### src/design/pidc_pkg.sv
// shared constants, types and command bundle for the clamped pid controller
package pidc_pkg;

  localparam int DATA_WIDTH_DEF = 32;
  localparam int FRAC_BITS_DEF  = 16;

  // intermediate terms are saturated to +-2^61
  localparam int SAT_BIT = 61;
  localparam int SAT_W   = SAT_BIT + 2;
  localparam int AMAG_W  = SAT_BIT + 1;

  localparam logic [SAT_W-1:0] SAT_POS = {2'b01, {SAT_BIT{1'b0}}};
  localparam logic [SAT_W-1:0] SAT_NEG = {2'b11, {SAT_BIT{1'b0}}};

  // multiplier consumes this many bits of the second operand per cycle
  localparam int MUL_CHUNK = 16;
  // quotient bits produced per divider cycle
  localparam int DIV_STEP_BITS = 2;

  localparam int CFG_IDX_W = 3;
  localparam logic [CFG_IDX_W-1:0] REG_KP       = CFG_IDX_W'(0);
  localparam logic [CFG_IDX_W-1:0] REG_KI       = CFG_IDX_W'(1);
  localparam logic [CFG_IDX_W-1:0] REG_KD       = CFG_IDX_W'(2);
  localparam logic [CFG_IDX_W-1:0] REG_OUT_MIN  = CFG_IDX_W'(3);
  localparam logic [CFG_IDX_W-1:0] REG_OUT_MAX  = CFG_IDX_W'(4);
  localparam logic [CFG_IDX_W-1:0] REG_TARGET   = CFG_IDX_W'(5);
  localparam logic [CFG_IDX_W-1:0] REG_INT_INIT = CFG_IDX_W'(6);

  typedef enum logic [3:0] {
    ST_IDLE,
    ST_MUL_LOAD,
    ST_MUL_RUN,
    ST_MUL_FIN,
    ST_INT,
    ST_DIV_LOAD,
    ST_DIV_RUN,
    ST_DIV_FIN,
    ST_SUM,
    ST_DONE
  } pidc_state_t;

  typedef enum logic [1:0] {
    MUL_KI_ERR,
    MUL_S1_DT,
    MUL_KP_ERR,
    MUL_KD_DERR
  } pidc_mul_sel_t;

  typedef struct packed {
    logic          load_in;
    logic          mul_load;
    pidc_mul_sel_t mul_sel;
    logic          mul_step;
    logic          fin_mul;
    logic          div_load;
    logic          div_step;
    logic          fin_div;
    logic          int_upd;
    logic          sum_upd;
    logic          out_load;
  } pidc_cmd_t;

endpackage

### src/design/pidc_cfg.sv
// configuration register file and restart strobe
module pidc_cfg import pidc_pkg::*; #(
  parameter int DATA_WIDTH = DATA_WIDTH_DEF
) (
  input  logic                         clk,
  input  logic                         rst_n,
  input  logic                         cfg_we,
  input  logic [CFG_IDX_W-1:0]         cfg_index,
  input  logic [DATA_WIDTH-1:0]        cfg_wdata,
  output logic signed [DATA_WIDTH-1:0] kp,
  output logic signed [DATA_WIDTH-1:0] ki,
  output logic signed [DATA_WIDTH-1:0] kd,
  output logic signed [DATA_WIDTH-1:0] out_min,
  output logic signed [DATA_WIDTH-1:0] out_max,
  output logic signed [DATA_WIDTH-1:0] target,
  output logic                         restart,
  output logic signed [DATA_WIDTH-1:0] restart_value
);

  localparam int DW = DATA_WIDTH;

  logic signed [DW-1:0] kp_r, ki_r, kd_r, out_min_r, out_max_r, target_r, int_init_r;

  always_ff @(posedge clk) begin
    if (!rst_n) begin
      kp_r       <= '0;
      ki_r       <= '0;
      kd_r       <= '0;
      out_min_r  <= {1'b1, {(DW-1){1'b0}}};
      out_max_r  <= {1'b0, {(DW-1){1'b1}}};
      target_r   <= '0;
      int_init_r <= '0;
    end else if (cfg_we) begin
      unique case (cfg_index)
        REG_KP:       kp_r       <= cfg_wdata;
        REG_KI:       ki_r       <= cfg_wdata;
        REG_KD:       kd_r       <= cfg_wdata;
        REG_OUT_MIN:  out_min_r  <= cfg_wdata;
        REG_OUT_MAX:  out_max_r  <= cfg_wdata;
        REG_TARGET:   target_r   <= cfg_wdata;
        REG_INT_INIT: int_init_r <= cfg_wdata;
        default: ;
      endcase
    end
  end

  // writing the setpoint or the starting integral restarts the loop state
  assign restart       = cfg_we && (cfg_index == REG_TARGET || cfg_index == REG_INT_INIT);
  assign restart_value = (cfg_index == REG_INT_INIT) ? cfg_wdata : int_init_r;

  assign kp      = kp_r;
  assign ki      = ki_r;
  assign kd      = kd_r;
  assign out_min = out_min_r;
  assign out_max = out_max_r;
  assign target  = target_r;

endmodule

### config.mk
export PLATFORM = sky130hd
export DESIGN_NAME = pidc_cfg
export DESIGN_NICKNAME = d
export VERILOG_FILES = /design/src/design/pidc_pkg.sv /design/src/design/pidc_cfg.sv
export SDC_FILE = /design/constraint.sdc
export NUM_CORES = 1
export LEC_CHECK = 0
export ABC_AREA = 1
export CAP_MARGIN = 20
export CORE_AREA = 2 2 167 128
export CTS_BUF_LIST = sky130_fd_sc_hd__clkbuf_16
export DETAILED_ROUTE_END_ITERATION = 8
export DIE_AREA = 0 0 169 130
export DONT_BUFFER_PORTS = 1
export MAX_ROUTING_LAYER = met4
export PLACE_DENSITY_LB_ADDON = 0.25
export SETUP_SLACK_MARGIN = 0.02
export SYNTH_ARGS = -nofsm -noshare
export SYNTH_HDL_FRONTEND = slang
export SYNTH_SLANG_ARGS = --single-unit
### constraint.sdc
create_clock -name clk -period 1.52 [get_ports clk]
set_clock_uncertainty 0.2 [all_clocks]
set_input_delay 0.152 -clock clk [delete_from_list [all_inputs] [get_ports clk]]
set_output_delay 0.152 -clock clk [all_outputs]
set_load 0.1 [all_outputs]
* Word level (Yosys, flattened, before mapping)
Cells that the tools add are included.
** Operators by class
- Order comparisons :: 0
- Multiplexer cells :: 1
- $mul :: 0
- Eq/ne operators :: 6
- Bitwise logic cells :: 0
- Divide/modulo/power cells :: 0
- Add/sub/neg operators :: 0
- Reduce and logical (&&, ||, !) cells :: 9
- Shift-type cells :: 0
** Operators by type and width (count)
- 32-bit two-way mux :: 1
- 2-bit AND reduction :: 6
- 3-bit equality test (second input constant) :: 3
- 3-bit by 2-bit equality test with 1-bit output (second input constant) :: 2
- 3-bit by 1-bit equality test with 1-bit output (second input constant) :: 1
- 3-bit zero test :: 1
- 1-bit logical AND :: 1
- 1-bit logical OR :: 1
** Word-level totals
- Bits of input ports :: 38
- Memories :: 0
- RAM bits :: 0
- Output and inout bits :: 225
- Bits in read-only memories :: 0
- Latch bits :: 0
- Flip-flop bits (word level) :: 224
- Logic and storage cells :: 23

* Logic depth before layout (Yosys ltp)
- Depth in word-level cells :: 3
- Depth in mapped cells :: 8
- Gate-level depth less buffers :: 6

* Worst setup path before layout
Ideal clock, no wire load.
- Path kind :: input to output
- Start point :: input cfg_index[1]
- End point :: output restart
- Data required time :: 1.168 ns
- Cell stages on the path :: 4
- Path buffers :: 1
- Data arrival time :: 1.945 ns
- Path slack :: -0.777 ns
- Path through :: buf_2 > inv_1 > nand2_1 > a21oi_1
** Between the ends
- Cells in the longest elaborated chain, start to end :: 3
- Elaborated cells on any way between the ends :: 4
- Those cells by class :: 2 x eq/ne; 2 x reduce/logical
** Ends and longest elaborated chain
- start: declaration :: RTL line pidc_cfg.sv:8 : input logic [CFG_IDX_W-1:0] cfg_index,
- 3-bit equality test :: RTL line pidc_cfg.sv:48 : assign restart = cfg_we && (cfg_index == REG_TARGET || cfg_index == REG_INT_INIT);
- 1-bit logical OR (*) :: RTL line pidc_cfg.sv:48
- 1-bit logical AND (*) :: RTL line pidc_cfg.sv:48
- end: declaration :: RTL line pidc_cfg.sv:16 : output logic restart,
Mark *: on every way between the ends. The rest lies on a longest branch, timed or not.

==> flow_summary_export.csv <==
group,metric,value,unit
status,status,"finished, violations left",
status,failed_checks,"negative hold slack, negative setup slack",
floorplanning,row_count,46,
floorplanning,die_x,169,um
finish,diodes,0,
placement,gp_congestion,0.823,
clocking,tritoncts,"done",
detailed_routing,wl,38400,um
synth,ys_ff_latch,224,
synth,synthMuxAreaShare,0,%
timing,worst_slew_pin_slew,0.636,ns
global_route,globalRoute.totalOverflow,0,
synth,synth_compound_area_share,6.22,%
clocking,clock-sinks,224,
detailed_routing,num_vias,10914,
critical_path,crit_slowest_cell,"dlygate4sd3_1",
finish,syn_to_final_growth,75.7,%
finish,fillCellCount,1257,
timing,worst_slack,-0.0791,ns
detailed_routing,drt_pass1_iterations,6,
critical_path,cp-endpoint,"int_init_r[27]",
timing,drv_slew,0,
timing,hold_viol_final,1,
global_route,grt_max_degree,125,
critical_path,worstPathRequired,1.72,ns
synth,synth-xor-area-share,0,%
pwr,p_leak,7.25,nW
placement,dp_hpwl,18500,um
detailed_routing,via_per_inst,5.37,
synth,synthSimpleGateAreaFrac,34.6,%
synth,seq_area_frac_synth,49.5,%
floorplanning,core-area,20600,um2
critical_path,reg2reg_to,"int_init_r[27]",
critical_path,crit_start,"int_init_r[27]",
timing,fin_crit,1.60,ns
timing,post-route-period-util,105,%
finish,nets,1792,
critical_path,start_kind,"flip-flop",
clocking,root_buffer,"clkbuf_16",
placement,place_worst_setup_slack,0.101,ns
pwr,vdd_drop_max,0.848,mV
synth,synth_top_family_by_area,"simple AND/OR/NAND/NOR gates",
clocking,clkTransAtPathRegs,0.06,ns
finish,fin_area,15900,um2
critical_path,endpoint_kind,"flip-flop",
synth,yosysWarnings,0,
worst_hold_path,hp-class,"in -> reg",
synth,syn_nets,1362,
detailed_routing,drc,0,
floorplanning,pin_count,263,
global_route,grt_pass1_wl,55100,um
global_route,grt_pass1_vias,10634,
run,drv_cap,0,
critical_path,reg2reg_slack,-0.08,ns
timing,fmax,0.625,GHz
critical_path,worst-path-buf-inv,2,
clocking,cts_buffers,23,
synth,synthAdderAreaFrac,0,%
finish,drive_gt1_share,21.1,%
worst_hold_path,min_from,"cfg_index[2]",
clocking,cts.htree.levels,1,
placement,io_buffers,0,
clocking,clk_latency,0.50,ns
timing,setup_viol,7,
critical_path,rr_worst_depth,5,
critical_path,critPathTopFamily,"buffers and inverters",
timing,rsz0062_at_grt,"yes",
detailed_routing,wl_per_cell,18.9,um
critical_path,critical_path_class,"reg -> reg",
clocking,cts_buffer_depth,3,
floorplanning,die_h,130,um
global_route,groute.usage.overall,32.6,%
detailed_routing,ant_nets,0,
synth,syn_area,9050,um2
pwr,power_density,1010,nW/um2
critical_path,crit_cells,5,
critical_path,r2r-start,"int_init_r[27]",
synth,syn_inst,1324,
floorplanning,initial_core_util,43.9,%
timing,hold_slack,-0.0721,ns
placement,dpl_cell_area,11000,um2
critical_path,cp.arrival,1.80,ns
synth,yosysUniqueCellTypes,17,
synth,syn_area_per_cell,6.84,um2
detailed_routing,drt_iter0_markers,890,
timing,maxSlewHeadroom,57.5,%
global_route,antenna_found_initial,0,
critical_path,crit_path_max_incr_delay,0.59,ns
floorplanning,fp.dieArea,22000,um2
critical_path,critPathMaxFanout,2,
critical_path,crit_chain,"nand2_2, nand3_1, dlygate4sd3_1, nand2_1, inv_1",
## cell usage after synthesis
cell / instances / area [um2]
clkbuf_1: 28 / 105
buf_4: 2 / 15.0
nand3_1: 67 / 335
nor2_4: 2 / 22.5
a21oi_1: 2 / 10.0
o21ai_0: 64 / 320
nand2_2: 1 / 6.26
o211ai_1: 31 / 233
buf_2: 37 / 185
buf_1: 18 / 67.6
inv_2: 3 / 11.3
nand2_1: 327 / 1230
inv_1: 131 / 492
nand4_1: 32 / 200
dfxtp_1: 224 / 4480
nor2_1: 353 / 1330
nor2_2: 2 / 12.5
## sequential cells by signal, indices dropped and copies added (netlist names)
name / flops
target: 32
int_init_r: 32
out_min: 32
kd: 32
kp: 32
ki: 32
out_max: 32
## logic make-up (layout without fill, tap and decap cells)
group                  Yosys count  after routing
AOI/OAI and AO/OA               97             97
buffers and inverters          219            664
DFF                            224            224
and+or+nand+nor                784            784
## worst min-delay path: stages
cell,delay (ns)
nand4_1,0.22
nand3_1,0.12
nand2_1,0.06
inv_1,0.03
## metal layers
layer,global-route usage [%],share of wire (%),vias to the layer above
li1,-,-,4933
met1,36.4,37,5275
met2,57.2,50,589
met3,8.55,9.7,117
met4,11.0,3.2,0
met5,-,0,-
## cell usage in the layout (no fill, tap or decap), types with 12 or more instances in the layout
| master | n |
|---|---|
| buf_12 | 34 |
| buf_4 | 12 |
| buf_6 | 153 |
| buf_8 | 20 |
| clkbuf_16 | 23 |
| dfxtp_1 | 179 |
| dfxtp_2 | 45 |
| dlygate4sd3_1 | 267 |
| inv_1 | 134 |
| nand2_1 | 261 |
| nand2_2 | 35 |
| nand2_8 | 27 |
| nand3_1 | 66 |
| nand4_1 | 32 |
| nor2_1 | 353 |
| o211ai_1 | 31 |
| o21ai_0 | 62 |
## through the flow
stage	std cells	util [%]	total power, W	setup TNS, ns
after global routing	2033	77.2	0.0166	-1.17
final	2033	77.2	0.0161	-0.229
after detailed placement	1715	53.6	0.00946	0
after global placement	1715	53.6	0.00943	0
after floorplan	1324	-	0.00901	0
after CTS	2028	74.5	0.0159	-0.119
## power breakdown
group / total, W / leakage, nW / switching (W) / internal, W
combinational: 0.00412 / 5.03 / 0.00280 / 0.00132
sequential: 0.00632 / 1.84 / 0.000198 / 0.00612
clock: 0.00567 / 0.377 / 0.00241 / 0.00326
## how the worst min path moves through the flow
stage,cells past startpoint,endpoint,slack (ns)
after global routing,4,int_init_r[12],0.03
after floorplan,2,out_min[31],0.11
final,4,int_init_r[12],-0.07
after detailed placement,1,out_min[31],0.09
after CTS,4,kd[20],0.002
after global placement,1,out_min[31],0.09
## timing repair
item | 4_1_cts | 5_1_grt
resized for setup | 208 | 144
hold buffers | 272 | 5
endpoints found under the setup margin | 144 | 178
endpoints found under the hold margin | 224 | 4
pin swaps | 27 | 28
buffers inserted | 1 | 3
## area by class of cell
cell class | instances | area [um2] | share of cell area [%]
Tap cell | 264 | 330 | 2.08
Sequential cell | 224 | 4540 | 28.5
Clock inverter | 17 | 154 | 0.968
Inverter | 134 | 503 | 3.16
Clock buffer | 23 | 576 | 3.62
Multi-Input combinational cell | 881 | 4270 | 26.8
Timing Repair Buffer | 490 | 5530 | 34.8
Note: power is estimated with default switching activity, not from simulation.
