### src/design/pidc_pkg.sv
// shared constants, types and command bundle for the clamped pid controller
package pidc_pkg;

  localparam int DATA_WIDTH_DEF = 32;
  localparam int FRAC_BITS_DEF  = 16;

  // intermediate terms are saturated to +-2^61
  localparam int SAT_BIT = 61;
  localparam int SAT_W   = SAT_BIT + 2;
  localparam int AMAG_W  = SAT_BIT + 1;

  localparam logic [SAT_W-1:0] SAT_POS = {2'b01, {SAT_BIT{1'b0}}};
  localparam logic [SAT_W-1:0] SAT_NEG = {2'b11, {SAT_BIT{1'b0}}};

  // multiplier consumes this many bits of the second operand per cycle
  localparam int MUL_CHUNK = 16;
  // quotient bits produced per divider cycle
  localparam int DIV_STEP_BITS = 2;

  localparam int CFG_IDX_W = 3;
  localparam logic [CFG_IDX_W-1:0] REG_KP       = CFG_IDX_W'(0);
  localparam logic [CFG_IDX_W-1:0] REG_KI       = CFG_IDX_W'(1);
  localparam logic [CFG_IDX_W-1:0] REG_KD       = CFG_IDX_W'(2);
  localparam logic [CFG_IDX_W-1:0] REG_OUT_MIN  = CFG_IDX_W'(3);
  localparam logic [CFG_IDX_W-1:0] REG_OUT_MAX  = CFG_IDX_W'(4);
  localparam logic [CFG_IDX_W-1:0] REG_TARGET   = CFG_IDX_W'(5);
  localparam logic [CFG_IDX_W-1:0] REG_INT_INIT = CFG_IDX_W'(6);

  typedef enum logic [3:0] {
    ST_IDLE,
    ST_MUL_LOAD,
    ST_MUL_RUN,
    ST_MUL_FIN,
    ST_INT,
    ST_DIV_LOAD,
    ST_DIV_RUN,
    ST_DIV_FIN,
    ST_SUM,
    ST_DONE
  } pidc_state_t;

  typedef enum logic [1:0] {
    MUL_KI_ERR,
    MUL_S1_DT,
    MUL_KP_ERR,
    MUL_KD_DERR
  } pidc_mul_sel_t;

  typedef struct packed {
    logic          load_in;
    logic          mul_load;
    pidc_mul_sel_t mul_sel;
    logic          mul_step;
    logic          fin_mul;
    logic          div_load;
    logic          div_step;
    logic          fin_div;
    logic          int_upd;
    logic          sum_upd;
    logic          out_load;
  } pidc_cmd_t;

endpackage

### src/design/pidc_ctrl.sv
// sequencer: steps the shared multiplier, divider and limiter for each word
module pidc_ctrl import pidc_pkg::*; #(
  parameter int DATA_WIDTH = DATA_WIDTH_DEF
) (
  input  logic      clk,
  input  logic      rst_n,
  input  logic      in_valid,
  output logic      in_ready,
  output logic      out_valid,
  input  logic      out_ready,
  output pidc_cmd_t cmd
);

  localparam int NCH     = (DATA_WIDTH + MUL_CHUNK - 1) / MUL_CHUNK;
  localparam int DIV_CYC = (2 * DATA_WIDTH) / DIV_STEP_BITS;
  localparam int CNT_W   = $clog2(DIV_CYC);

  pidc_state_t   state_r, state_nxt;
  pidc_mul_sel_t ph_r, ph_nxt;
  logic [CNT_W-1:0] cnt_r, cnt_nxt;
  logic out_valid_r, out_valid_nxt;

  always_ff @(posedge clk) begin
    if (!rst_n) begin
      state_r     <= ST_IDLE;
      ph_r        <= MUL_KI_ERR;
      cnt_r       <= '0;
      out_valid_r <= 1'b0;
    end else begin
      state_r     <= state_nxt;
      ph_r        <= ph_nxt;
      cnt_r       <= cnt_nxt;
      out_valid_r <= out_valid_nxt;
    end
  end

  always_comb begin
    state_nxt     = state_r;
    ph_nxt        = ph_r;
    cnt_nxt       = cnt_r;
    cmd           = '0;
    cmd.mul_sel   = ph_r;
    out_valid_nxt = out_valid_r;
    if (out_ready) out_valid_nxt = 1'b0;
    unique case (state_r)
      ST_IDLE: begin
        if (in_valid) begin
          cmd.load_in = 1'b1;
          ph_nxt      = MUL_KI_ERR;
          state_nxt   = ST_MUL_LOAD;
        end
      end
      ST_MUL_LOAD: begin
        cmd.mul_load = 1'b1;
        cnt_nxt      = CNT_W'(NCH - 1);
        state_nxt    = ST_MUL_RUN;
      end
      ST_MUL_RUN: begin
        cmd.mul_step = 1'b1;
        cnt_nxt      = cnt_r - 1'b1;
        if (cnt_r == '0) begin
          // derivative product goes straight into the divider
          state_nxt = (ph_r == MUL_KD_DERR) ? ST_DIV_LOAD : ST_MUL_FIN;
        end
      end
      ST_MUL_FIN: begin
        cmd.fin_mul = 1'b1;
        unique case (ph_r)
          MUL_KI_ERR: begin
            ph_nxt    = MUL_S1_DT;
            state_nxt = ST_MUL_LOAD;
          end
          MUL_S1_DT: state_nxt = ST_INT;
          MUL_KP_ERR: begin
            ph_nxt    = MUL_KD_DERR;
            state_nxt = ST_MUL_LOAD;
          end
          default: state_nxt = ST_IDLE;
        endcase
      end
      ST_INT: begin
        cmd.int_upd = 1'b1;
        ph_nxt      = MUL_KP_ERR;
        state_nxt   = ST_MUL_LOAD;
      end
      ST_DIV_LOAD: begin
        cmd.div_load = 1'b1;
        cnt_nxt      = CNT_W'(DIV_CYC - 1);
        state_nxt    = ST_DIV_RUN;
      end
      ST_DIV_RUN: begin
        cmd.div_step = 1'b1;
        cnt_nxt      = cnt_r - 1'b1;
        if (cnt_r == '0) state_nxt = ST_DIV_FIN;
      end
      ST_DIV_FIN: begin
        cmd.fin_div = 1'b1;
        state_nxt   = ST_SUM;
      end
      ST_SUM: begin
        cmd.sum_upd = 1'b1;
        state_nxt   = ST_DONE;
      end
      ST_DONE: begin
        // wait for the output register to free up
        if (!out_valid_r || out_ready) begin
          cmd.out_load  = 1'b1;
          out_valid_nxt = 1'b1;
          state_nxt     = ST_IDLE;
        end
      end
      default: state_nxt = ST_IDLE;
    endcase
  end

  assign in_ready  = (state_r == ST_IDLE);
  assign out_valid = out_valid_r;

endmodule

### config.mk
export PLATFORM = sky130hd
export DESIGN_NAME = pidc_ctrl
export DESIGN_NICKNAME = d
export VERILOG_FILES = /design/src/design/pidc_pkg.sv /design/src/design/pidc_ctrl.sv
export SDC_FILE = /design/constraint.sdc
export NUM_CORES = 1
export LEC_CHECK = 0
export BUFFER_PORTS_ARGS = -buffer_cell sky130_fd_sc_hd__buf_2
export CAP_MARGIN = 20
export CORE_ASPECT_RATIO = 0.5
export CORE_MARGIN = 10
export CORE_UTILIZATION = 30
export CTS_CLUSTER_DIAMETER = 50
export DETAILED_ROUTE_END_ITERATION = 16
export PLACE_DENSITY = 0.5
export SLEW_MARGIN = 20
export SYNTH_ARGS = -nofsm -noshare
export SYNTH_HDL_FRONTEND = slang
export SYNTH_SLANG_ARGS = --single-unit
### constraint.sdc
create_clock -name clk -period 4.05 [get_ports clk]
set_input_delay 0.81 -clock clk [delete_from_list [all_inputs] [get_ports clk]]
set_output_delay 0.81 -clock clk [all_outputs]
set_load 0.1 [all_outputs]
# ---- Word-level counts from Yosys, hierarchy flattened
# Cells that the tools add are included.
dict set report word_totals {
  regBits 12
  out_inout_bits 14
  wordCells 59
  in_bits 4
}
dict set report op_classes {
  n_reduce_logical 11
  n_addsub 1
  eq_ne 17
  muxes 26
}
# cell n
set ops {}
lappend ops {{$pmux 4 s10} 1}
lappend ops {{$eq 4x3->1 const B} 4}
lappend ops {{$mux 4} 4}
lappend ops {{$mux 1} 15}
lappend ops {{$pmux 5 s3} 1}
lappend ops {{$eq 4x2->1 const B} 2}
lappend ops {{$eq 4x4->1 const B} 2}
lappend ops {{$ne 2x2->1 const B} 4}
lappend ops {{$pmux 2 s3} 1}
lappend ops {{$pmux 3 s2} 1}
lappend ops {{$reduce_bool 3->1} 2}
lappend ops {{$logic_not 5->1} 1}
lappend ops {{$sub 5x1->5 const B} 1}
lappend ops {{$eq 2x2->1 const B} 2}
lappend ops {{$eq 4x1->1 const B} 1}
lappend ops {{$logic_not 4->1} 1}
lappend ops {{$pmux 2 s2} 1}
lappend ops {{$reduce_and 4->1} 1}
lappend ops {{$reduce_or 2->1} 2}
lappend ops {{$mux 3} 1}
lappend ops {{$ne 3x1->1 const B} 1}
lappend ops {{$reduce_and 3->1} 1}
lappend ops {{$eq 2x1->1 const B} 1}
lappend ops {{$logic_not 2->1} 1}
lappend ops {{other kinds (3)} 3}

# ---- Longest topological paths before layout
# Gate-level depths: netlist of the first run.
dict set report logic_depth {
  word_depth 4
  mapped_depth 6
  ltp_nobuf 6
}

# ---- Worst setup path after synthesis of the first run
# No wires, ideal clock.
dict set report synth_timing {
  kind {register to output}
  start {reg state_r[3]}
  end {out cmd[11] in the netlist's numbering}
  path_stages_with_launch 5
  path_buffers 2
  arrival_time_ps 3306
  slack_ps -66
  required_time_ps 3240
  path_cell_list {dfxtp_1 > buf_2 > buf_2 > nor4_2 > and2_1}
}
# element line_no
set synth_lines {}
lappend synth_lines {{start, declared} pidc_ctrl.sv:18} ;# pidc_state_t state_r, state_nxt;
lappend synth_lines {{start signal, assigned} pidc_ctrl.sv:30} ;# state_r <= state_nxt;
lappend synth_lines {{end, declared} pidc_ctrl.sv:11} ;# output pidc_cmd_t cmd

==> results.yml, run 1 <==
clock_tree:
  htreeDepth: 1
  postCtsHoldBufs: 0
  cts_buffer_depth: 2
  clk_latency_ns: 0.24
  post_cts_buffers: 0
  cts-root-buf: "clkbuf_8"
  clkSinkCount: 12
  cts_tree: "built"
  numCtsBuffers: 3
  postCtsResizedCells: 0
  cts.clk_slew.worst_paths_ns: 0.05
synthesis:
  syn-num-nets: 109
  syn_area_per_cell_um2: 7.76
  synth_ff_type: "dfxtp_1"
  synth-edff-count: 0
  synth_cell_types: 40
  syn_area_um2: 800
  synth_cells: 103
  async_flop_share_pct: 0
  synth-seq-cells: 12
  synth.yosys.seq_area_share_pct: 30.0
  synth_warnings: 0
place:
  place_inst: 150
  port_buffers: 17
  dpl_cell_area_um2: 900
  gp_congestion: 0.740
  dpl.hpwl_um: 1390
sta:
  slew_viol_final: 0
  finalSetupViolations: 0
  finalCritPeriodShare_pct: 70.4
  hold_viol: 0
  skew_ns: 0.00153
  final.setup.tns_ns: 0
  fmax_ghz: 0.351
  period_needed_ns: 2.85
  relSlewSlack_pct: 59.6
  rsz0062_at_grt: "no"
  tightest_slew_ns: 0.606
flow_run:
  maxCapViolations: 0
global_routing:
  grt_pass1_vias: 719
  grt-ovfl-total: 0
  grt_pass1_wl_um: 3450
  antenna_found_initial: 0
  grt_max_degree: 19
  grt_usage_pct: 7.94
drt:
  first_pass_iters: 4
  vias: 735
  drt-initial-drc-count: 63
  wl_per_cell_um: 12.6
  vias_per_cell: 4.77
  drtAntennaViolNets: 0
  wirelength_um: 1930
  drc: 0
critical_path:
  path_buf_inv: 1
  path_cells: "nand2_1, nor3_1, buf_2"
  reg2reg_slack_ns: 2.42
  cpMaxStageDelayCell: "dfxtp_1"
  end_kind: "primary output"
  critPathTopFamily: "flip-flops"
  reg2reg_to: "cnt_r[4]"
  worst-endpoint-arrival_ns: 2.04
  cp-start-kind: "flop"
  critPathKind: "reg -> out"
  cp_max_fo: 16
  cp.required_ns: 3.24
  rr_startpoint: "state_r[1]"
  slowest_delay_ns: 0.70
  rr_worst_depth: 4
die:
  start_util_pct: 31.1
  io_pins: 18
  dieArea_um2: 5260
  core.rowCount: 13
  die_x_um: 93.0
  core-area_um2: 2570
  dieHeight_um: 56.5
final_layout:
  n_fill_cell: 298
  stdcell_area_um2: 955
  multi_input_area_um2: 509
  fin_cells: 154
  regArea_um2: 240
  area_growth_pct: 19.4
  diodes: 0
  design.final.nets: 124
  drive_gt1_share_pct: 22.2
pwr:
  p_comb_share_pct: 39.9
  switching_share_pct: 42.5
  power.switching_uw: 206
  p_int_uw: 278
  seq_power_share_pct: 32.9
  pwr-share-clk_pct: 27.1
  power_density_nw_per_um2: 507
  total_leakage_power_uw: 0.000396
  ir_worst_vdd_uv: 177
hold_path:
  hold-path-cell-count: 2
  hp-class: "reg -> reg"
  whs_endpoint: "cnt_r[3]"
  worstHoldStart: "cnt_r[3]"
status:
  status: "finished, final reports clean"
## cell usage after synthesis (3+ instances only)
cell / number / area share (%)
nand2b_1: 6 / 4.7
nor2b_1: 3 / 2.3
a31oi_1: 3 / 2.3
o21ai_1: 3 / 1.9
nor3_1: 7 / 4.4
dfxtp_1: 12 / 30
and2_1: 4 / 3.1
a21oi_1: 4 / 2.5
nand2_1: 5 / 2.3
nor2_1: 12 / 5.6
inv_1: 4 / 1.9
o21ai_0: 3 / 1.9
buf_2: 5 / 3.1
## state kept, by name, indices dropped and copies added (netlist names)
| signal | cells |
|---|---|
| ph_r | 2 |
| state_r | 4 |
| cnt_r | 5 |
| out_valid | 1 |
## cell usage in the layout (no fill, tap or decap), types with 2 or more instances in the layout
cell | Yosys | layout
buf_2 | 5 | 17
nor2_1 | 12 | 12
dfxtp_1 | 12 | 12
nor3_1 | 7 | 7
nand2b_1 | 6 | 6
nand2_1 | 5 | 5
inv_1 | 4 | 4
and2_1 | 4 | 4
a21oi_1 | 4 | 4
clkbuf_8 | 0 | 4
nor2b_1 | 3 | 3
o21ai_1 | 3 | 3
o21ai_0 | 3 | 3
a31oi_1 | 3 | 3
a21boi_0 | 2 | 2
nand3_1 | 2 | 2
a21boi_1 | 2 | 2
o21a_1 | 2 | 2
ha_1 | 2 | 2
## area by class of cell
type	instances	share of cell area [%]
Multi-Input combinational cell	79	53.3
Sequential cell	12	25.2
Timing Repair Buffer	17	8.91
Clock buffer	4	5.77
Tap cell	37	4.85
Inverter	5	1.97
## layer usage
metal	share of wire (%)	vias up	wire (µm)	GRT usage [%]
met3	4.7	2	90	3.31
met1	50	340	974	10.2
li1	-	384	-	-
met5	0	-	0	0
met2	44	9	847	11.6
met4	1.1	0	21	2.62
## per-stage QoR
step                utilization (%)  power, µW  setup WS, ns  hold WS, ns
finish                         37.1        484          1.20        0.530
CTS                            37.1        491          1.20        0.528
floorplan                         -        327         0.261        0.489
global route                   37.1        516         0.980        0.564
global placement               35.0        358          1.50        0.520
detailed placement             35.0        356          1.49        0.522
## cell families (layout without fill, tap and decap cells)
kind of cell / count (synthesis) / count (layout) / share of synthesized area (%)
adder cells (fa/ha/maj): 2 / 2 / 3.13
AO/OA/AOI/OAI: 25 / 25 / 21.0
XOR/XNOR: 1 / 1 / 1.10
AND/OR/NAND/NOR: 50 / 50 / 36.2
flip-flops: 12 / 12 / 30.0
buffers and inverters: 12 / 26 / 7.35
multiplexers: 1 / 1 / 1.25
## power by group through the flow
stage / Combinational (µW) / Sequential [µW] / Clock (µW)
3_3_place_gp: 197 / 161 / 0
4_1_cts: 195 / 159 / 136
5_1_grt: 212 / 163 / 140
6_report: 193 / 159 / 131
2_1_floorplan: 177 / 150 / 0
3_5_place_dp: 195 / 161 / 0
## worst min-delay path, stage by stage (launching register included)
cell	delay [ns]
dfxtp_1	0.34
o21ai_1	0.08
a21boi_1	0.06
## worst max-delay path by stage
stage          startpoint      to  slack (ns)  cells past startpoint
2_1_floorplan   out_valid  cmd[0]        0.26                      2
3_3_place_gp   state_r[0]  cmd[5]        1.50                      3
3_5_place_dp   state_r[0]  cmd[5]        1.49                      3
4_1_cts        state_r[0]  cmd[5]        1.20                      3
5_1_grt        state_r[0]  cmd[5]        0.98                      3
6_report       state_r[0]  cmd[5]        1.20                      3
No activity file was read; power rests on OpenSTA's default activity.
==> inputs of run 2 (changes only) <==
--- a/config.mk
+++ b/config.mk
@@ -12,7 +12,7 @@
 export CORE_UTILIZATION = 30
 export CTS_CLUSTER_DIAMETER = 50
 export DETAILED_ROUTE_END_ITERATION = 16
-export PLACE_DENSITY = 0.5
+export PLACE_DENSITY = 0.52
 export SLEW_MARGIN = 20
 export SYNTH_ARGS = -nofsm -noshare
 export SYNTH_HDL_FRONTEND = slang
==> constraint.sdc (replaced) <==
create_clock -name clk -period 2.5 [get_ports clk]
set_input_delay 0.5 -clock clk [delete_from_list [all_inputs] [get_ports clk]]
set_output_delay 0.5 -clock clk [all_outputs]
set_load 0.1 [all_outputs]
==> run 2 against run 1 <==
  * Clock-buffer cell count stayed put
  * First-iteration DRC count is 38% lower
  * Largest power group unchanged
  * Final cell count is 2.6% higher
  * Critical path depth is 1 higher
  * Highest routed layer unchanged
  * Worst setup slack worse by 0.94 ns
  * Power is 66% higher
  * Die area stayed put
  * Combinational power is 83% higher
  * Wire length is 4.3% higher
==> results.yml, run 2 (same netlist as run 1, synthesis figures left out) <==
die:
  die_x_um: 93.0
  core.rowCount: 13
  dieArea_um2: 5260
  dieHeight_um: 56.5
  io_pins: 18
  start_util_pct: 31.1
  core-area_um2: 2570
pwr:
  power.switching_uw: 346
  seq_power_share_pct: 29.4
  pwr-share-clk_pct: 26.8
  p_comb_share_pct: 43.8
  total_leakage_power_uw: 0.000433
  finalPower_uw: 806
  power_density_nw_per_um2: 783
  ir_worst_vdd_uv: 287
  switching_share_pct: 42.9
  p_int_uw: 460
global_routing:
  grt_max_degree: 14
  grt_pass1_wl_um: 3460
  grt_usage_pct: 8.11
  grt-ovfl-total: 0
  antenna_found_initial: 0
  grt_pass1_vias: 729
sta:
  skew_ns: 0.00557
  worst_slack_ns: 0.258
  rsz0062_at_grt: "no"
  period_needed_ns: 2.24
  hold_viol: 0
  relSlewSlack_pct: 66.8
  tightest_slew_ns: 0.501
  finalSetupViolations: 0
  slew_viol_final: 0
  fmax_ghz: 0.446
  hold_ws_ns: 0.523
  finalCritPeriodShare_pct: 89.7
final_layout:
  fin_cells: 158
  final_common_cell: "buf_2"
  mostFrequentLayoutCells: "buf_2 (16), dfxtp_1 (12), nor2_1 (11)"
  largest_register_ff_count: 5
  diodes: 0
  design.final.nets: 128
  reg_top3: "cnt_r x5, state_r x4, ph_r x2"
  area_growth_pct: 28.6
  n_fill_cell: 289
  largest-register: "cnt_r"
  drive_gt1_share_pct: 28.9
hold_path:
  hold-path-cell-count: 2
  whs_endpoint: "cnt_r[3]"
  worstHoldStart: "cnt_r[3]"
  hp-class: "reg -> reg"
drt:
  drc: 0
  drtAntennaViolNets: 0
  vias: 778
  drt-initial-drc-count: 39
  first_pass_iters: 4
  wl_per_cell_um: 12.8
  vias_per_cell: 4.92
  wirelength_um: 2020
clock_tree:
  post_cts_buffers: 0
  cts.clk_slew.worst_paths_ns: 0.06
  cts_buffer_depth: 2
  clkSinkCount: 12
  postCtsResizedCells: 0
  cts_tree: "built"
  htreeDepth: 1
  postCtsHoldBufs: 0
  numCtsBuffers: 3
  cts-root-buf: "clkbuf_8"
  clk_latency_ns: 0.25
place:
  gp_congestion: 0.758
  pre_cts_slack_ns: 0.532
  place_inst: 154
  dpl.hpwl_um: 1550
  port_buffers: 17
critical_path:
  rr_startpoint: "state_r[1]"
  end_kind: "primary output"
  cp-start-kind: "flop"
  critPathKind: "reg -> out"
  reg2reg_to: "cnt_r[4]"
  worst-endpoint-arrival_ns: 1.74
  rr_worst_depth: 5
  reg2reg_slack_ns: 1.02
  cp_max_fo: 13
  cp.required_ns: 2.00
flow_run:
  maxCapViolations: 0
status:
  status: "finished, final reports clean"
[run 2: critical path: stages (launching register included)]
cell and delay (ns):
dfxtp_1 0.45, buf_4 0.23, nor3_1 0.21, and2_1 0.17, buf_2 0.43
[run 2: how the worst max path moves through the flow]
| stage | startpoint | to | slack, ns | depth (start not counted) |
|---|---|---|---|---|
| floorplan | state_r[3] | cmd[11] | -0.62 | 4 |
| CTS | state_r[3] | cmd[2] | 0.27 | 4 |
| finish | state_r[3] | cmd[2] | 0.26 | 4 |
| global route | state_r[3] | cmd[2] | 0.17 | 4 |
| global placement | state_r[3] | cmd[2] | 0.56 | 4 |
| detailed placement | state_r[3] | cmd[2] | 0.53 | 4 |
[run 2: cell type report]
type	instances	area, µm²	area share (%)
Clock buffer	4	55.1	5.35
Inverter	5	18.8	1.82
Multi-Input combinational cell	79	538	52.3
Sequential cell	12	240	23.4
Tap cell	37	46.3	4.50
Timing Repair Buffer	21	130	12.7
[run 2: through the flow]
step / instance area (µm²) / setup TNS [ns] / util (%)
6_report: 1030 / 0 / 40.0
3_3_place_gp: 973 / 0 / 37.9
2_1_floorplan: 837 / -0.615 / -
3_5_place_dp: 973 / 0 / 37.9
4_1_cts: 1030 / 0 / 40.0
5_1_grt: 1030 / 0 / 40.0
[run 2: per-layer routing]
layer	up-vias	track usage, %	part of all wire [%]
li1	394	-	-
met5	-	0	0
met1	365	10.1	48
met4	0	3.28	1.2
met2	15	11.6	45
met3	4	3.84	5.7
[run 2: power by group through the flow]
stage	clock [µW]	sequential, µW	combinational (µW)
6_report	216	237	353
3_3_place_gp	0	241	355
5_1_grt	235	241	380
2_1_floorplan	0	243	292
3_5_place_dp	0	241	354
4_1_cts	222	236	356
