<file path="config.mk">
export PLATFORM = sky130hd
export DESIGN_NAME = pidc_dp
export DESIGN_NICKNAME = d
export VERILOG_FILES = /design/src/design/pidc_pkg.sv /design/src/design/pidc_dp.sv
export SDC_FILE = /design/constraint.sdc
export NUM_CORES = 2
export LEC_CHECK = 0
export BUFFER_PORTS_ARGS = -buffer_cell sky130_fd_sc_hd__buf_2
export CAP_MARGIN = 30
export CORE_UTILIZATION = 55
export DETAILED_ROUTE_END_ITERATION = 12
export PLACE_DENSITY_LB_ADDON = 0.12
export SLEW_MARGIN = 20
export SYNTH_ARGS = -nofsm -noshare
export SYNTH_HDL_FRONTEND = slang
export SYNTH_SLANG_ARGS = --single-unit
</file>
<file path="constraint.sdc">
create_clock -name clk -period 14.3 [get_ports clk]
set_input_delay 1.43 -clock clk [delete_from_list [all_inputs] [get_ports clk]]
set_output_delay 1.43 -clock clk [all_outputs]
set_load 0.02 [all_outputs]
</file>
<file path="src/design/pidc_pkg.sv">
// shared constants, types and command bundle for the clamped pid controller
package pidc_pkg;

  localparam int DATA_WIDTH_DEF = 32;
  localparam int FRAC_BITS_DEF  = 16;

  // intermediate terms are saturated to +-2^61
  localparam int SAT_BIT = 61;
  localparam int SAT_W   = SAT_BIT + 2;
  localparam int AMAG_W  = SAT_BIT + 1;

  localparam logic [SAT_W-1:0] SAT_POS = {2'b01, {SAT_BIT{1'b0}}};
  localparam logic [SAT_W-1:0] SAT_NEG = {2'b11, {SAT_BIT{1'b0}}};

  // multiplier consumes this many bits of the second operand per cycle
  localparam int MUL_CHUNK = 16;
  // quotient bits produced per divider cycle
  localparam int DIV_STEP_BITS = 2;

  localparam int CFG_IDX_W = 3;
  localparam logic [CFG_IDX_W-1:0] REG_KP       = CFG_IDX_W'(0);
  localparam logic [CFG_IDX_W-1:0] REG_KI       = CFG_IDX_W'(1);
  localparam logic [CFG_IDX_W-1:0] REG_KD       = CFG_IDX_W'(2);
  localparam logic [CFG_IDX_W-1:0] REG_OUT_MIN  = CFG_IDX_W'(3);
  localparam logic [CFG_IDX_W-1:0] REG_OUT_MAX  = CFG_IDX_W'(4);
  localparam logic [CFG_IDX_W-1:0] REG_TARGET   = CFG_IDX_W'(5);
  localparam logic [CFG_IDX_W-1:0] REG_INT_INIT = CFG_IDX_W'(6);

  typedef enum logic [3:0] {
    ST_IDLE,
    ST_MUL_LOAD,
    ST_MUL_RUN,
    ST_MUL_FIN,
    ST_INT,
    ST_DIV_LOAD,
    ST_DIV_RUN,
    ST_DIV_FIN,
    ST_SUM,
    ST_DONE
  } pidc_state_t;

  typedef enum logic [1:0] {
    MUL_KI_ERR,
    MUL_S1_DT,
    MUL_KP_ERR,
    MUL_KD_DERR
  } pidc_mul_sel_t;

  typedef struct packed {
    logic          load_in;
    logic          mul_load;
    pidc_mul_sel_t mul_sel;
    logic          mul_step;
    logic          fin_mul;
    logic          div_load;
    logic          div_step;
    logic          fin_div;
    logic          int_upd;
    logic          sum_upd;
    logic          out_load;
  } pidc_cmd_t;

endpackage

</file>
<file path="src/design/pidc_dp.sv">
// datapath: error stage, chunked multiplier, radix-4 divider, rounding and limiter
module pidc_dp import pidc_pkg::*; #(
  parameter int DATA_WIDTH = DATA_WIDTH_DEF,
  parameter int FRAC_BITS  = FRAC_BITS_DEF
) (
  input  logic                         clk,
  input  logic                         rst_n,
  input  pidc_cmd_t                    cmd,
  input  logic signed [DATA_WIDTH-1:0] in_measured,
  input  logic [DATA_WIDTH-2:0]        in_delta_time,
  input  logic signed [DATA_WIDTH-1:0] kp,
  input  logic signed [DATA_WIDTH-1:0] ki,
  input  logic signed [DATA_WIDTH-1:0] kd,
  input  logic signed [DATA_WIDTH-1:0] out_min,
  input  logic signed [DATA_WIDTH-1:0] out_max,
  input  logic signed [DATA_WIDTH-1:0] target,
  input  logic                         restart,
  input  logic signed [DATA_WIDTH-1:0] restart_value,
  output logic signed [DATA_WIDTH-1:0] out_drive,
  output logic                         out_clamped
);

  localparam int DW    = DATA_WIDTH;
  localparam int NCH   = (DW + MUL_CHUNK - 1) / MUL_CHUNK;
  localparam int BCH_W = NCH * MUL_CHUNK;
  localparam int ACC_W = AMAG_W + BCH_W;
  localparam int DIV_W = 2 * DW;
  localparam int MQ_W  = ACC_W - FRAC_BITS;
  localparam int FQ_A  = (MQ_W > DIV_W) ? MQ_W : DIV_W;
  localparam int FQ_W  = (FQ_A > AMAG_W) ? FQ_A : AMAG_W;
  localparam int INT_W = SAT_W + 1;
  localparam int SUM_W = SAT_W + 2;

  // loop state
  logic signed [DW-1:0] integral_r, prev_r;
  logic                 primed_r;

  // per-word registers
  logic signed [DW-1:0]    err_r;
  logic signed [DW:0]      derr_r;
  logic [DW-2:0]           dt_r;
  logic [AMAG_W-1:0]       a_r;
  logic [BCH_W-1:0]        b_r;
  logic                    neg_r;
  logic [ACC_W-1:0]        acc_r;
  logic [DIV_W-1:0]        dv_r;
  logic [DW-2:0]           rem_r;
  logic signed [SAT_W-1:0] tmp_r, pterm_r;
  logic signed [SUM_W-1:0] sum_r;
  logic signed [DW-1:0]    drive_r;
  logic                    clamped_r;

  // error stage
  logic signed [DW:0]   diff;
  logic signed [DW-1:0] err_sat, prev_use;
  logic signed [DW:0]   derr_v;

  always_comb begin
    diff = {target[DW-1], target} - {in_measured[DW-1], in_measured};
    if (diff[DW] != diff[DW-1]) begin
      err_sat = diff[DW] ? {1'b1, {(DW-1){1'b0}}} : {1'b0, {(DW-1){1'b1}}};
    end else begin
      err_sat = diff[DW-1:0];
    end
    // first word after a restart sees no derivative
    prev_use = primed_r ? prev_r : err_sat;
    derr_v   = {err_sat[DW-1], err_sat} - {prev_use[DW-1], prev_use};
  end

  // multiplier operand select and magnitude
  logic signed [SAT_W-1:0] a_src, a_neg;
  logic signed [DW:0]      b_src, b_neg;
  logic [AMAG_W-1:0]       a_mag;
  logic [DW-1:0]           b_mag;

  always_comb begin
    unique case (cmd.mul_sel)
      MUL_KI_ERR: begin
        a_src = {{(SAT_W-DW){ki[DW-1]}}, ki};
        b_src = {err_r[DW-1], err_r};
      end
      MUL_S1_DT: begin
        a_src = tmp_r;
        b_src = {2'b00, dt_r};
      end
      MUL_KP_ERR: begin
        a_src = {{(SAT_W-DW){kp[DW-1]}}, kp};
        b_src = {err_r[DW-1], err_r};
      end
      MUL_KD_DERR: begin
        a_src = {{(SAT_W-DW){kd[DW-1]}}, kd};
        b_src = derr_r;
      end
    endcase
    a_neg = -a_src;
    b_neg = -b_src;
    a_mag = a_src[SAT_W-1] ? a_neg[AMAG_W-1:0] : a_src[AMAG_W-1:0];
    b_mag = b_src[DW] ? b_neg[DW-1:0] : b_src[DW-1:0];
  end

  // one chunk of the second operand per cycle, most significant first
  logic [MUL_CHUNK-1:0]        chunk;
  logic [AMAG_W+MUL_CHUNK-1:0] pp;
  logic [ACC_W-1:0]            acc_nxt;

  assign chunk   = b_r[BCH_W-1 -: MUL_CHUNK];
  assign pp      = a_r * chunk;
  assign acc_nxt = (acc_r << MUL_CHUNK) + ACC_W'(pp);

  // restoring divider by the elapsed time, zero treated as one lsb
  logic [DW-2:0]  dsr;
  logic [DW-1:0]  trial, tdiff;
  logic [DIV_W-1:0] dv_v;
  logic [DW-2:0]  rem_v;

  assign dsr = (dt_r == '0) ? {{(DW-2){1'b0}}, 1'b1} : dt_r;

  always_comb begin
    rem_v = rem_r;
    dv_v  = dv_r;
    trial = '0;
    tdiff = '0;
    for (int i = 0; i < DIV_STEP_BITS; i++) begin
      trial = {rem_v, dv_v[DIV_W-1]};
      tdiff = trial - {1'b0, dsr};
      dv_v  = dv_v << 1;
      if (trial >= {1'b0, dsr}) begin
        rem_v   = tdiff[DW-2:0];
        dv_v[0] = 1'b1;
      end else begin
        rem_v = trial[DW-2:0];
      end
    end
  end

  // floor rounding of a sign-magnitude quotient, saturated to +-2^61
  logic [FQ_W-1:0]         fq;
  logic                    rnz, fsat;
  logic [SAT_W-1:0]        q_ext;
  logic signed [SAT_W-1:0] fin_val;

  always_comb begin
    if (cmd.fin_div) begin
      fq  = FQ_W'(dv_r);
      rnz = (rem_r != '0);
    end else begin
      fq  = FQ_W'(acc_r >> FRAC_BITS);
      rnz = |acc_r[FRAC_BITS-1:0];
    end
    fsat  = |fq[FQ_W-1:SAT_BIT];
    q_ext = SAT_W'(fq[SAT_BIT-1:0]);
    if (fsat) begin
      fin_val = neg_r ? SAT_NEG : SAT_POS;
    end else if (neg_r) begin
      // -(q + rnz) as ~q + !rnz
      fin_val = ~q_ext + SAT_W'(!rnz);
    end else begin
      fin_val = q_ext;
    end
  end

  // shared limiter for integral update and final drive
  logic signed [INT_W-1:0] isum;
  logic signed [SUM_W-1:0] lim_in, mn, mx, sum_nxt;
  logic signed [DW-1:0]    lim_val;
  logic                    lim_hit;

  always_comb begin
    isum = {tmp_r[SAT_W-1], tmp_r} + {{(INT_W-DW){integral_r[DW-1]}}, integral_r};
    sum_nxt = {{2{pterm_r[SAT_W-1]}}, pterm_r} + {{2{tmp_r[SAT_W-1]}}, tmp_r}
            + {{(SUM_W-DW){integral_r[DW-1]}}, integral_r};
    lim_in = cmd.int_upd ? {isum[INT_W-1], isum} : sum_r;
    mn     = {{(SUM_W-DW){out_min[DW-1]}}, out_min};
    mx     = {{(SUM_W-DW){out_max[DW-1]}}, out_max};
    if (lim_in < mn) begin
      lim_val = out_min;
      lim_hit = 1'b1;
    end else if (lim_in > mx) begin
      lim_val = out_max;
      lim_hit = 1'b1;
    end else begin
      lim_val = lim_in[DW-1:0];
      lim_hit = 1'b0;
    end
  end

  always_ff @(posedge clk) begin
    if (!rst_n) begin
      integral_r <= '0;
      prev_r     <= '0;
      primed_r   <= 1'b0;
    end else if (restart) begin
      integral_r <= restart_value;
      prev_r     <= '0;
      primed_r   <= 1'b0;
    end else begin
      if (cmd.load_in) begin
        prev_r   <= err_sat;
        primed_r <= 1'b1;
      end
      if (cmd.int_upd) integral_r <= lim_val;
    end
  end

  always_ff @(posedge clk) begin
    if (cmd.load_in) begin
      err_r  <= err_sat;
      derr_r <= derr_v;
      dt_r   <= in_delta_time;
    end
    if (cmd.mul_load) begin
      a_r   <= a_mag;
      b_r   <= BCH_W'(b_mag);
      neg_r <= a_src[SAT_W-1] ^ b_src[DW];
      acc_r <= '0;
    end
    if (cmd.mul_step) begin
      acc_r <= acc_nxt;
      b_r   <= b_r << MUL_CHUNK;
    end
    if (cmd.div_load) begin
      dv_r  <= acc_r[DIV_W-1:0];
      rem_r <= '0;
    end
    if (cmd.div_step) begin
      dv_r  <= dv_v;
      rem_r <= rem_v;
    end
    if (cmd.fin_mul && cmd.mul_sel == MUL_KP_ERR) begin
      pterm_r <= fin_val;
    end else if (cmd.fin_mul || cmd.fin_div) begin
      tmp_r <= fin_val;
    end
    if (cmd.sum_upd) sum_r <= sum_nxt;
    if (cmd.out_load) begin
      drive_r   <= lim_val;
      clamped_r <= lim_hit;
    end
  end

  assign out_drive   = drive_r;
  assign out_clamped = clamped_r;

endmodule

</file>
# After elaboration in Yosys (flattened, before gate mapping)
# Cells that the tools add are included.
[word_totals] register_bits=669 input_bits=302 output_inout_bits=33 word_cells=87
[op_classes] add_sub_neg=11 multipliers=1 order_cmp=4 n_eq_ne=4 muxes=31 bitwise_logic=4 reduce_logical=14
[op_table] cell="32-bit 2-to-1 mux" count=10
[op_table] cell="63-bit case mux with 4 select lines" count=1
[op_table] cell="63-bit 2-to-1 mux" count=3
[op_table] cell="94-bit 2-to-1 mux" count=2
[op_table] cell="31-bit 2-to-1 mux" count=5
[op_table] cell="64-bit 2-to-1 mux" count=2
[op_table] cell="33-bit case mux with 3 select lines" count=1
[op_table] cell="94-bit by 78-bit adder with 94-bit output" count=1
[op_table] cell="62-bit by 16-bit multiplier with 78-bit output" count=1
[op_table] cell="78-bit 2-to-1 mux" count=1
[op_table] cell="32-bit by 32-bit subtractor with 33-bit output" count=2
[op_table] cell="64-bit by 32-bit adder with 65-bit output" count=1
[op_table] cell="65-bit by 32-bit greater-than comparator with 1-bit output" count=1
[op_table] cell="65-bit by 32-bit < comparator with 1-bit output" count=1
[op_table] cell="65-bit 2-to-1 mux" count=1
[op_table] cell="63-bit by 32-bit adder with 64-bit output" count=1
[op_table] cell="63-bit by 63-bit adder with 64-bit output" count=1
[op_table] cell="32-bit by 31-bit greater-or-equal comparator with 1-bit output" count=2
[op_table] cell="63-bit by 1-bit adder with 63-bit output" count=1
[op_table] cell="61-bit NOT with 63-bit output" count=1
[op_table] cell="62-bit 2-to-1 mux" count=1
[op_table] cell="62-bit negator" count=1
[op_table] cell="31-bit subtractor" count=2
[op_table] cell="32-bit negator" count=1
[op_table] cell="17 further kinds" count=25

# Logic depth before layout (Yosys ltp)
[depth] depth_word=7 depth_mapped=33 mapped_depth_nobuf=31

# Least setup slack after synthesis
# OpenSTA, ideal clock, no wires.
[synth_timing] path_kind="reg2reg" from="reg integral_r[31]" to="reg integral_r[29]" setup_ns=0.116 arrival_time_ns=8.048 t_required_ns=14.184 setup_slack_ns=6.135 path_stages_with_launch=26 path_buffers=0 period_less_slack_ns=8.165 cell_sequence="dfxtp_1 -> ha_1 -> and2_0 -> a21o_1 -> a211o_1 -> a21o_1 -> a21o_1 -> and3_1 -> o2bb2ai_1 -> a21oi_1 -> o21ai_0 -> a21oi_1 -> xnor2_1 -> mux2_2 -> ha_1 -> nand2_1 -> or2_2 -> or4_1 -> nor4_1 -> nor2_1 -> o21ai_1 -> inv_1 -> nor3_1 -> nand3_1 -> o221a_2 -> a31o_2"
[synth_via] elab_chain_len=7 elab_cells_between_ends=8 cone_classes="add/sub: 1; order compare: 2; mux: 5"
[synth_rtl] item="from (decl)" line_no="pidc_dp.sv:35" rtl="logic signed [DW-1:0] integral_r, prev_r;"
[synth_rtl] item="from (signal assigned)" line_no="pidc_dp.sv:193" rtl="integral_r <= restart_value;"
[synth_rtl] item="from (signal assigned)" line_no="pidc_dp.sv:201" rtl="if (cmd.int_upd) integral_r <= lim_val;"
[synth_rtl] item="63-bit by 32-bit adder with 64-bit output (*)" line_no="pidc_dp.sv:169" rtl="isum = {tmp_r[SAT_W-1], tmp_r} + {{(INT_W-DW){integral_r[DW-1]}}, integral_r};"
[synth_rtl] item="65-bit 2-to-1 mux (*)" line_no="pidc_dp.sv:172" rtl="lim_in = cmd.int_upd ? {isum[INT_W-1], isum} : sum_r;"
[synth_rtl] item="65-bit by 32-bit greater-than comparator with 1-bit output" line_no="pidc_dp.sv:178" rtl="end else if (lim_in > mx) begin"
[synth_rtl] item="32-bit 2-to-1 mux" line_no="pidc_dp.sv:178"
[synth_rtl] item="32-bit 2-to-1 mux (*)" line_no="pidc_dp.sv:175" rtl="if (lim_in < mn) begin"
[synth_rtl] item="net lim_val[29]" line_no="pidc_dp.sv:165" rtl="logic signed [DW-1:0] lim_val;"
[synth_rtl] item="32-bit 2-to-1 mux (*)" line_no="pidc_dp.sv:201"
[synth_rtl] item="32-bit 2-to-1 mux (*)" line_no="pidc_dp.sv:192" rtl="end else if (restart) begin"
# The timed path passes the listed nets; every way through them passes the cells marked *. The select of a mux whose other input is x is not followed.
# A chain may end at the register's enable or synchronous reset.

# Final worst setup path
[layout_timing] from="reg dt_r[3]" to="reg rem_r[19] (data pin)"
[layout_via] elab_chain_len=7 elab_cells_between_ends=9 cone_classes="add/sub: 2; order compare: 2; mux: 4; reduce/logical: 1"
[layout_rtl] item="from (decl)" line_no="pidc_dp.sv:41" rtl="logic [DW-2:0] dt_r;"
[layout_rtl] item="from (signal assigned)" line_no="pidc_dp.sv:209" rtl="dt_r <= in_delta_time;"
[layout_rtl] item="31-bit zero test" line_no="pidc_dp.sv:116" rtl="assign dsr = (dt_r == '0) ? {{(DW-2){1'b0}}, 1'b1} : dt_r;"
[layout_rtl] item="31-bit 2-to-1 mux (*)" line_no="pidc_dp.sv:116"
[layout_rtl] item="31-bit subtractor / 32-bit by 31-bit greater-or-equal comparator with 1-bit output (equally long branches)" line_no="pidc_dp.sv:125, pidc_dp.sv:127"
[layout_rtl] item="31-bit 2-to-1 mux" line_no="pidc_dp.sv:127" rtl="if (trial >= {1'b0, dsr}) begin"
[layout_rtl] item="31-bit subtractor / 32-bit by 31-bit greater-or-equal comparator with 1-bit output (equally long branches)" line_no="pidc_dp.sv:125, pidc_dp.sv:127"
[layout_rtl] item="31-bit 2-to-1 mux (*)" line_no="pidc_dp.sv:127"
[layout_rtl] item="31-bit 2-to-1 mux (*)" line_no="pidc_dp.sv:225" rtl="if (cmd.div_step) begin"
[layout_rtl] item="to (signal assigned)" line_no="pidc_dp.sv:227" rtl="rem_r <= rem_v;"
[layout_rtl] item="to (decl)" line_no="pidc_dp.sv:47" rtl="logic [DW-2:0] rem_r;"
# Mark *: on every way between the ends. The rest lies on a longest branch, timed or not.

==> results.py <==
metrics = {
    "clock_network": {
        "cts_tree": "yes",
        "cts_sinks": 669,
        "clkLatencyLatePin_ns": 0.72,
        "cts_setup_buffers": 0,
        "clock_path_buffers": 3,
        "clock-root-buffer": "clkbuf_16",
        "htreeDepth": 3,
        "holdBufCountCts": 0,
        "clkTransAtPathRegs_ns": 0.07,
        "cts-buffers-inserted": 81,
        "ctsResizeCount": 0,
    },
    "sta": {
        "final_max_slew_viol_count": 0,
        "rsz0062_at_grt": "no",
        "final_hold_viol_count": 0,
        "min_period_over_period": 0.641,
        "setup_viol": 0,
        "worstMarginPinSlew_ns": 1.00,
        "finalClockSkew_ns": 0.0586,
        "relSlewSlack": 0.323,
        "finalSetupTns_ns": 0,
        "timing.fmax_ghz": 0.109,
        "min_period_ns": 9.16,
    },
    "setup_path": {
        "worst_ep_required_time_ns": 14.86,
        "cpMostUsedCell": "a21oi_1",
        "end_kind": "flop",
        "max_stage_delay_ns": 0.64,
        "cp_max_fo": 22,
        "r2r_cells": 30,
        "start_kind": "flop",
        "criticalPathCategory": "flop to flop",
        "critical_path.slowest_cell": "a2111oi_0",
        "worstPathArrival_ns": 9.72,
    },
    "final_layout": {
        "stdcell_count": 11123,
        "area_growth_syn_to_layout_pct": 7.54,
        "finalNetCount": 10949,
        "drive_gt1_frac": 0.0811,
    },
    "routing": {
        "drcViolationCount": 0,
        "dr.pass1.iters": 9,
        "ant_nets": 0,
        "first_iter_violations": 5563,
        "vias": 65453,
        "post_drt_wl_per_cell_um": 22.3,
        "via_per_inst": 5.88,
        "wirelength_um": 248000,
    },
    "synthesis": {
        "synth_seq_cells": 669,
        "synth_nets": 10842,
        "async_reset_ff_frac": 0,
        "yosysSeqAreaShare": 0.235,
        "synth_flop_cell": "edfxtp_1",
        "synth_most_common_cell": "inv_1",
        "synth_top_area_cell": "fa_1",
        "synth.distinct_cells": 88,
        "synth-edff-count": 588,
        "netlist_area_um2": 82100,
        "synth_cells": 9018,
        "yosys-top-cells-count": "1,453 x inv_1, 1,107 x nand2_1, 969 x fa_1",
        "yosysTopAreaCellShare": 0.236,
        "avgSynthCellArea_um2": 9.11,
        "yosys_warnings": 0,
        "synthTopCellsByArea": "fa_1 24%, edfxtp_1 21%, ha_1 8.4%",
    },
    "floorplanning": {
        "rows": 141,
        "initial_core_util": 0.555,
        "die_w_um": 388,
        "io_pins": 335,
        "core_um2": 148000,
        "die_area_um2": 151000,
        "die_h_um": 388,
    },
    "min_path": {
        "worstHoldPathCells": 2,
        "hold_class": "flop to flop",
    },
    "global_route": {
        "overflow": 0,
        "antenna_found_initial": 14,
        "grt_pass1_wl_um": 383000,
        "grt_max_degree": 99,
        "track_usage": 0.330,
        "grt_pass1_vias": 65686,
    },
    "placement": {
        "placedCellCount": 10968,
        "hpwl_um": 197000,
        "gp_congestion": 0.967,
        "numPortBuffers": 334,
    },
    "run": {
        "cap_viol_max_count": 0,
    },
    "status": {
        "status": "complete, no violations",
    },
}
## final timing paths
check	startpoint	to	slack (ns)
hold reg to reg	prev_r[6]	prev_r[6]	0.48
setup / recovery	dt_r[3]	rem_r[19]	5.14
setup reg to reg	dt_r[3]	rem_r[19]	5.14
hold / removal	prev_r[6]	prev_r[6]	0.48
## state kept, by name (all words and copies together) (netlist names), 32 cells and up
register,count
a_r,62
integral_r,32
err_r,32
b_r,32
dv_r,64
pterm_r,63
sum_r,65
derr_r,33
prev_r,32
tmp_r,63
out_drive,32
acc_r,94
## metal layers
metal  up-vias  share of wire  global-route usage
li1      29972              -                   -
met1     32528           0.40               0.435
met2      2488           0.48               0.548
met3       453          0.078              0.0565
met4        12          0.039               0.116
met5         -        0.00048             0.00223
## cells by family (layout without fill, tap and decap cells)
kind of cell,Yosys count,after routing,share of synthesized area
compound gates,1650,1650,0.126
xor+xnor,425,425,0.0453
fa+ha+maj,1522,1522,0.320
buf+inv,1850,2021,0.0853
flops,669,669,0.235
mux,256,256,0.0376
other cells,0,4,0
simple gates,2646,2646,0.151
## area by class of cell
cell class | count | area, um^2
Antenna cell | 4 | 10.0
Clock buffer | 88 | 2120
Clock inverter | 59 | 729
Fill cell | 13104 | 59700
Inverter | 1455 | 5460
Multi-Input combinational cell | 6499 | 55900
Sequential cell | 669 | 19300
Tap cell | 1930 | 2410
Timing Repair Buffer | 419 | 2380
## placed cells by master (no fill, tap or decap), types with 110 or more instances in the layout
master | netlist | final
inv_1 | 1453 | 1452
nand2_1 | 1107 | 1106
fa_1 | 969 | 969
edfxtp_1 | 588 | 588
ha_1 | 553 | 553
nor2_1 | 498 | 494
a21oi_1 | 478 | 478
o21ai_0 | 417 | 417
and2_1 | 390 | 390
buf_2 | 16 | 329
xnor2_1 | 287 | 287
a21o_1 | 225 | 225
mux2i_1 | 145 | 145
xor2_1 | 138 | 138
nand3_1 | 110 | 110
## critical path, delay by kind of cell (launching register included)
family	cells	cell delay [ns]
and+or+nand+nor	5	1.47
buffers and inverters	3	0.61
AOI/OAI and AO/OA	18	5.11
muxes	1	0.27
adders and majority gates	3	1.13
DFF	1	0.43
## through the flow
step                hold slack (ns)  setup WS, ns   util  cell area [um^2]
floorplan                     0.453          6.14      -             82100
global placement              0.464          5.38  0.577             85400
detailed placement            0.475          5.33  0.577             85500
CTS                           0.482          5.29  0.597             88300
global route                  0.503          4.48  0.597             88300
finish                        0.480          5.14  0.597             88300
Power is left out: the tool's default activity adds up to more than one toggle a clock period on the data nets, which glitch-free logic cannot reach.
